--- src/rtl/core/state_space_euler_step_top_macros.svh ---
// Assertion macros for the state-space Euler step block.
// Included by the top level; expects clk and rst_n in scope.
`ifndef STATE_SPACE_EULER_STEP_TOP_MACROS_SVH
`define STATE_SPACE_EULER_STEP_TOP_MACROS_SVH

`ifndef SYNTHESIS
// property that must hold at every clock edge out of reset
`define SSE_ASSERT(lbl, prop, msg) \
  lbl: assert property (@(posedge clk) disable iff (!rst_n) prop) else $error(msg);
// consequence that must hold in the cycle after the antecedent
`define SSE_ASSERT_NEXT(lbl, ante, cons, msg) \
  lbl: assert property (@(posedge clk) disable iff (!rst_n) (ante) |=> (cons)) else $error(msg);
`else
`define SSE_ASSERT(lbl, prop, msg)
`define SSE_ASSERT_NEXT(lbl, ante, cons, msg)
`endif

`endif

--- src/rtl/core/sse_pkg.sv ---
// Shared types, constants and the microcode program of the state-space Euler step.
// No dependencies; used by sse_seq, sse_dp and the top level.
package sse_pkg;

  // system size and field widths
  localparam int SYSTEM_ORDER = 4;
  localparam int IDX_W        = (SYSTEM_ORDER > 1) ? $clog2(SYSTEM_ORDER) : 1;
  localparam int DATA_W       = 32;              // Q16.16 samples
  localparam int COEF_W       = 32;              // Q8.24 coefficients
  localparam int STATE_W      = 48;              // Q16.32 state
  localparam int SPLIT        = 24;              // state split point for the multiplier
  localparam int D_W          = 58;              // Euler drive term, Q.32
  localparam int MUL_B_W      = D_W - SPLIT;     // multiplier B operand
  localparam int MUL_P_W      = COEF_W + MUL_B_W;
  localparam int ACC_W        = 60;              // accumulators and finish result
  localparam int SH_OUT       = 16;              // Q.32 sum -> Q16.16 output
  localparam int SH_INC       = 8;               // Q.40 step term -> Q.32 increment
  localparam int U_SHIFT      = 16;              // Q16.16 input -> Q.32

  // configuration register map
  localparam int COEF_SLOTS   = 4;
  localparam int COEF_IDX_W   = 2;
  localparam int CFG_IDX_W    = 3;
  localparam int CFG_DEN_BASE = 0;
  localparam int CFG_NUM_BASE = CFG_DEN_BASE + COEF_SLOTS;

  // Euler step h = 0.001 in Q0.32
  localparam logic signed [COEF_W-1:0] STEP_Q32 = 32'sd4294967;

  // program layout
  localparam int UC_DIFF  = (3 * SYSTEM_ORDER > 2 * SYSTEM_ORDER + 4) ?
                            3 * SYSTEM_ORDER : 2 * SYSTEM_ORDER + 4;
  localparam int UC_DEPTH = UC_DIFF + 5;
  localparam int PC_W     = $clog2(UC_DEPTH);

  typedef enum logic [1:0] {
    COND_NEXT,
    COND_JUMP,
    COND_IN_VALID,
    COND_OUT_FREE
  } cond_t;

  typedef enum logic [1:0] {
    A_NUM,
    A_DEN,
    A_STEP
  } a_sel_t;

  typedef enum logic [1:0] {
    RND_24,
    RND_32,
    RND_40
  } rnd_t;

  // one control word
  typedef struct packed {
    logic            mul_en;   // issue a multiply pair
    a_sel_t          a_sel;    // coefficient operand
    logic            b_diff;   // B operand from drive term instead of state
    logic [IDX_W-1:0] idx;     // state / coefficient index
    logic            acc_clr;  // product starts a new sum
    logic            fin;      // round accumulators into the finish register
    rnd_t            rnd;      // rounding point for fin
    logic            wr_y;     // capture output sample
    logic            wr_d;     // capture drive term
    logic            wr_x;     // update state element idx
    logic            push;     // hand output sample to the result register
    cond_t           cond;     // sequencing
    logic [PC_W-1:0] target;   // jump target
  } ctl_t;

  // program table: control word for each step
  function automatic ctl_t uc_word(input logic [PC_W-1:0] pc);
    ctl_t w;
    int   s;
    int   n;
    s = int'(pc);
    n = SYSTEM_ORDER;
    w = '0;
    w.cond   = COND_NEXT;
    w.a_sel  = A_NUM;
    w.rnd    = RND_24;
    w.target = '0;
    // wait for a request
    if (s == 0) begin
      w.cond   = COND_IN_VALID;
      w.target = PC_W'(1);
    end
    // output sum b.x
    if (s >= 1 && s <= n) begin
      w.mul_en  = 1'b1;
      w.a_sel   = A_NUM;
      w.idx     = IDX_W'(s - 1);
      w.acc_clr = (s == 1);
    end
    // feedback sum a.x
    if (s >= n + 1 && s <= 2 * n) begin
      w.mul_en  = 1'b1;
      w.a_sel   = A_DEN;
      w.idx     = IDX_W'(s - n - 1);
      w.acc_clr = (s == n + 1);
    end
    // h * x[k+1] for the chained states
    if (s >= 2 * n + 1 && s <= 3 * n - 1) begin
      w.mul_en  = 1'b1;
      w.a_sel   = A_STEP;
      w.idx     = IDX_W'(s - 2 * n);
      w.acc_clr = 1'b1;
    end
    // h * d for the last state
    if (s == UC_DIFF) begin
      w.mul_en  = 1'b1;
      w.a_sel   = A_STEP;
      w.b_diff  = 1'b1;
      w.acc_clr = 1'b1;
    end
    // finish steps
    if (s == n + 2) begin
      w.fin = 1'b1;
      w.rnd = RND_40;
    end
    if (s == 2 * n + 2) begin
      w.fin = 1'b1;
      w.rnd = RND_24;
    end
    if ((s >= 2 * n + 3 && s <= 3 * n + 1) || s == UC_DIFF + 2) begin
      w.fin = 1'b1;
      w.rnd = RND_32;
    end
    // write-backs
    if (s == n + 3)
      w.wr_y = 1'b1;
    if (s == 2 * n + 3)
      w.wr_d = 1'b1;
    if (s >= 2 * n + 4 && s <= 3 * n + 2) begin
      w.wr_x = 1'b1;
      w.idx  = IDX_W'(s - 2 * n - 4);
    end
    if (s == UC_DIFF + 3) begin
      w.wr_x = 1'b1;
      w.idx  = IDX_W'(n - 1);
    end
    // deliver result and return to idle
    if (s == UC_DIFF + 4) begin
      w.push   = 1'b1;
      w.cond   = COND_OUT_FREE;
      w.target = '0;
    end
    if (s >= UC_DEPTH) begin
      w.cond   = COND_JUMP;
      w.target = '0;
    end
    return w;
  endfunction

endpackage

--- src/rtl/core/sse_seq.sv ---
// Microcode sequencer: step counter, program table lookup and conditional jumps.
// Depends on sse_pkg.
module sse_seq (
  input  logic          clk,
  input  logic          rst_n,
  input  logic          in_valid,
  input  logic          out_free,
  output sse_pkg::ctl_t ctl,
  output logic          in_stall
);
  import sse_pkg::*;

  logic [PC_W-1:0] pc_r;
  logic [PC_W-1:0] pc_nxt;

  // current control word
  always_comb begin
    ctl = uc_word(pc_r);
  end

  // only the idle step takes a request
  assign in_stall = (ctl.cond != COND_IN_VALID);

  // next step
  always_comb begin
    case (ctl.cond)
      COND_NEXT:     pc_nxt = pc_r + PC_W'(1);
      COND_JUMP:     pc_nxt = ctl.target;
      COND_IN_VALID: pc_nxt = in_valid ? ctl.target : pc_r;
      COND_OUT_FREE: pc_nxt = out_free ? ctl.target : pc_r;
      default:       pc_nxt = '0;
    endcase
  end

  always_ff @(posedge clk) begin
    if (!rst_n) begin
      pc_r <= '0;
    end else begin
      pc_r <= pc_nxt;
    end
  end

endmodule

--- config.mk ---
export PLATFORM = sky130hd
export DESIGN_NAME = sse_seq
export DESIGN_NICKNAME = d
export VERILOG_FILES = /design/src/rtl/core/state_space_euler_step_top_macros.svh /design/src/rtl/core/sse_pkg.sv /design/src/rtl/core/sse_seq.sv
export SDC_FILE = /design/constraint.sdc
export NUM_CORES = 1
export LEC_CHECK = 0
export BUFFER_PORTS_ARGS = -buffer_cell sky130_fd_sc_hd__buf_2
export CORE_ASPECT_RATIO = 1.25
export CORE_UTILIZATION = 43
export DETAILED_ROUTE_END_ITERATION = 7
export PLACE_DENSITY = 0.74
export REMOVE_ABC_BUFFERS = 1
export SYNTH_ARGS = -nofsm -noshare
export SYNTH_HDL_FRONTEND = slang
export SYNTH_SLANG_ARGS = --single-unit
--- constraint.sdc ---
create_clock -name clk -period 2.4 [get_ports clk]
set_input_delay 0.72 -clock clk [delete_from_list [all_inputs] [get_ports clk]]
set_output_delay 0.72 -clock clk [all_outputs]
set_load 0.02 [all_outputs]
==> results.md <==
- Sequential cell area fraction in the yosys report: 0.142
- I/O pin count: 26
- Final setup violation count: 7
- Peak VDD IR: 0.000706 V
- H-tree Lvls: 1
- Number of global-route vias before repair: 728
- Initial antenna violation count: 0
- Die area: 1800 um2
- Min Tclk post-route: 2590 ps
- Most common cell in the netlist: nor2_1
- Largest registers: pc_r (5)
- Count of cell types in the netlist: 36
- Min-Delay Path Depth: 3
- CP startpoint kind: flop
- DR vias: 837
- Floorplan core area: 1540 um2
- Crit Path Class: flop to output pin
- Worst Slack Setup Final: -190 ps
- Stages on worst setup path: 6
- Initial Utilization: 0.457
- Root buffer cell: clkbuf_4
- Drt pass-1 iters: 4
- Multi-input logic area: 644 um2
- Main flop type after synthesis: dfxtp_1
- Area delta synth->final: 67.7%
- Area of the mapped netlist: 704 um2
- Port buffer count: 21
- Status: complete, but fails checks
- Final Hold Vio Count: 0
- Pins Over Slew Limit: 0
- R2R setup slack: 450 ps
- Cells on worst reg2reg path: 9
- Largest register by flop count: pc_r
- Max cap viols: 0
- Area contributors post-synth: dfxtp_1 (14%), ha_1 (8.9%), nor2_1 (7.5%), buf_6 (4.8%), buf_4 (4.3%)
- Yosys reg bits: 5
- Leakage power: 0.000548 uW
- Largest net degree at the start of global routing: 21
- Routed Antenna Nets: 0
- Worst R2R Start: pc_r[0]$_SDFFE_PN0P_
- Reg clk slew, reported paths: 40 ps
- Die span in y: 47.3 um
- Area post-placement: 873 um2
- Critical Path RT: 1680 ps
- DR vias/cell: 5.58
- Worst Hold Class: flop to flop
- Total CTS buffers: 3
- Crit-path slowest cell: a221o_1
- Antenna Diode Count: 0
- Register Area: 105 um2
- Yosys top cell by area: dfxtp_1
- Num Clock Sinks: 5
- CP max FO: 7
- Synth warnings: 0
- Fraction of layout instances using a drive strength above 1: 0.606
- EDFF count, synth: 0
- Grt total ovfl: 0
- Hold Crit Endpoint: pc_r[1]$_SDFFE_PN0P_
- Chip width: 38.2 um
- P per Cell Area: 1320 nW/um2
- RSZ-0062 raised after global routing: yes
- Crit-path cells: buf_6 > or3_4 > a221o_1 > nor3_1 > a211o_1 > buf_6
- Filler cell count: 111
- CP endpoint kind: output pin
- Reg2reg end: pc_r[1]$_SDFFE_PN0P_
- Avg Inst Size Synth: 7.83 um2
- Ys async rst share: 0
- Non-filler cells, final: 150
- Placed cell count: 136
- Hold-fix buffers at CTS: 0
- Final WL: 2340 um
- Wire per inst: 15.6 um
- Cell mode on critical path: buf_6
- Max FFs per register: 5
- Deepest clock path buffer count: 2
- Hold Path Origin: pc_r[1]$_SDFFE_PN0P_
- CP bufs+invs: 2
- CP delay by family, top: simple AND/OR/NAND/NOR gates
- Drt first-iter violations: 8
- Fmax: 386 MHz
- Dpl hpwl: 1400 um
- Tcrit/Tclk final: 1.08
- Clk_skew: 2.18 ps
- Post-route cell area: 1180 um2
- NumNets Final: 142
- GRT Total Usage: 0.255
- GP Congestion: 0.803
- Max incr delay on CP: 380 ps
- Post-synthesis cell count: 90
- FP Rows: 16
- Data arrival, critical path: 1870 ps
- Synth top area share: 0.142
- DRC: 0
- Leading post-synthesis cells by instance count: nor2_1 (14), a21oi_1 (5), dfxtp_1 (5), ha_1 (5), nand2_1 (5)
- TritonCTS clock tree: built
- First-pass GRT wire length: 3220 um
- Clk Latency, worst-skew pair: 230 ps
- Violated checks: setup timing
-- worst max path at each step --
stage	from	endpoint
after floorplan	pc_r[1]$_SDFFE_PN0P_	ctl[6]
after global placement	pc_r[1]$_SDFFE_PN0P_	ctl[15]
after detailed placement	pc_r[1]$_SDFFE_PN0P_	ctl[15]
after CTS	pc_r[1]$_SDFFE_PN0P_	ctl[6]
after global routing	pc_r[1]$_SDFFE_PN0P_	ctl[15]
final	pc_r[1]$_SDFFE_PN0P_	ctl[16]
-- where the power goes --
part,total (uW),switching [uW],internal [uW]
combinational,1320,623,701
sequential,144,36.3,107
clock,92.7,30.1,62.6
-- through the flow --
step	utilization	TNS, ps	hold slack, ps	power (uW)	setup WS (ps)
2_1_floorplan	-	-443	620	718	-230
3_3_place_gp	0.567	0	601	960	12.2
3_5_place_dp	0.567	-19.5	622	978	-13.5
4_1_cts	0.696	-732	638	1390	-164
5_1_grt	0.766	-1040	652	1640	-220
6_report	0.766	-657	640	1560	-190
-- placed cells by master (no fill, tap or decap), types with 2 or more instances in the layout --
| master | count |
|---|---|
| a211o_1 | 2 |
| a21oi_1 | 4 |
| buf_2 | 10 |
| buf_4 | 21 |
| buf_6 | 14 |
| clkbuf_4 | 3 |
| conb_1 | 4 |
| dfxtp_1 | 3 |
| ha_4 | 4 |
| inv_2 | 2 |
| mux2i_1 | 2 |
| nand2_1 | 3 |
| nand2_2 | 2 |
| nor2_1 | 14 |
| nor2b_1 | 3 |
| nor3_1 | 2 |
| nor3_2 | 2 |
| nor4_2 | 2 |
| o21ai_2 | 2 |
| or3_4 | 3 |
-- layout make-up --
cell class / instances / share of cell area
clock buffer: 4 / 0.0222
inverter: 4 / 0.0148
multi-input combinational: 74 / 0.546
sequential: 5 / 0.0890
tap: 18 / 0.0191
timing repair buffer: 45 / 0.309
-- cell families (layout without fill, tap and decap cells) --
| family | after synthesis | after routing | synth area share |
|---|---|---|---|
| AND/OR/NAND/NOR | 39 | 39 | 0.304 |
| AO/OA/AOI/OAI | 23 | 23 | 0.291 |
| buffers and inverters | 14 | 53 | 0.128 |
| adder cells (fa/ha/maj) | 5 | 5 | 0.0888 |
| flip-flops | 5 | 5 | 0.142 |
| multiplexers | 2 | 2 | 0.0284 |
| other | 1 | 4 | 0.00532 |
| XOR/XNOR | 1 | 1 | 0.0124 |
-- worst min-delay path, stage by stage (launching register included) --
cell and delay, ps:
dfxtp_2 340, buf_6 120, mux2i_1 70, nor2_1 80
-- per-layer routing --
| metal | part of all wire | track usage |
|---|---|---|
| met5 | 0 | 0 |
| met4 | 0.019 | 0.0857 |
| met3 | 0.040 | 0.0332 |
| met2 | 0.54 | 0.492 |
| met1 | 0.40 | 0.279 |
-- what timing repair did --
| item | CTS | global route |
|---|---|---|
| buffers inserted | 7 | 3 |
| pin swaps | 11 | 7 |
| gates resized for setup | 36 | 23 |
| setup endpoints to repair | 13 | 13 |
No activity file was read; power rests on OpenSTA's default activity.
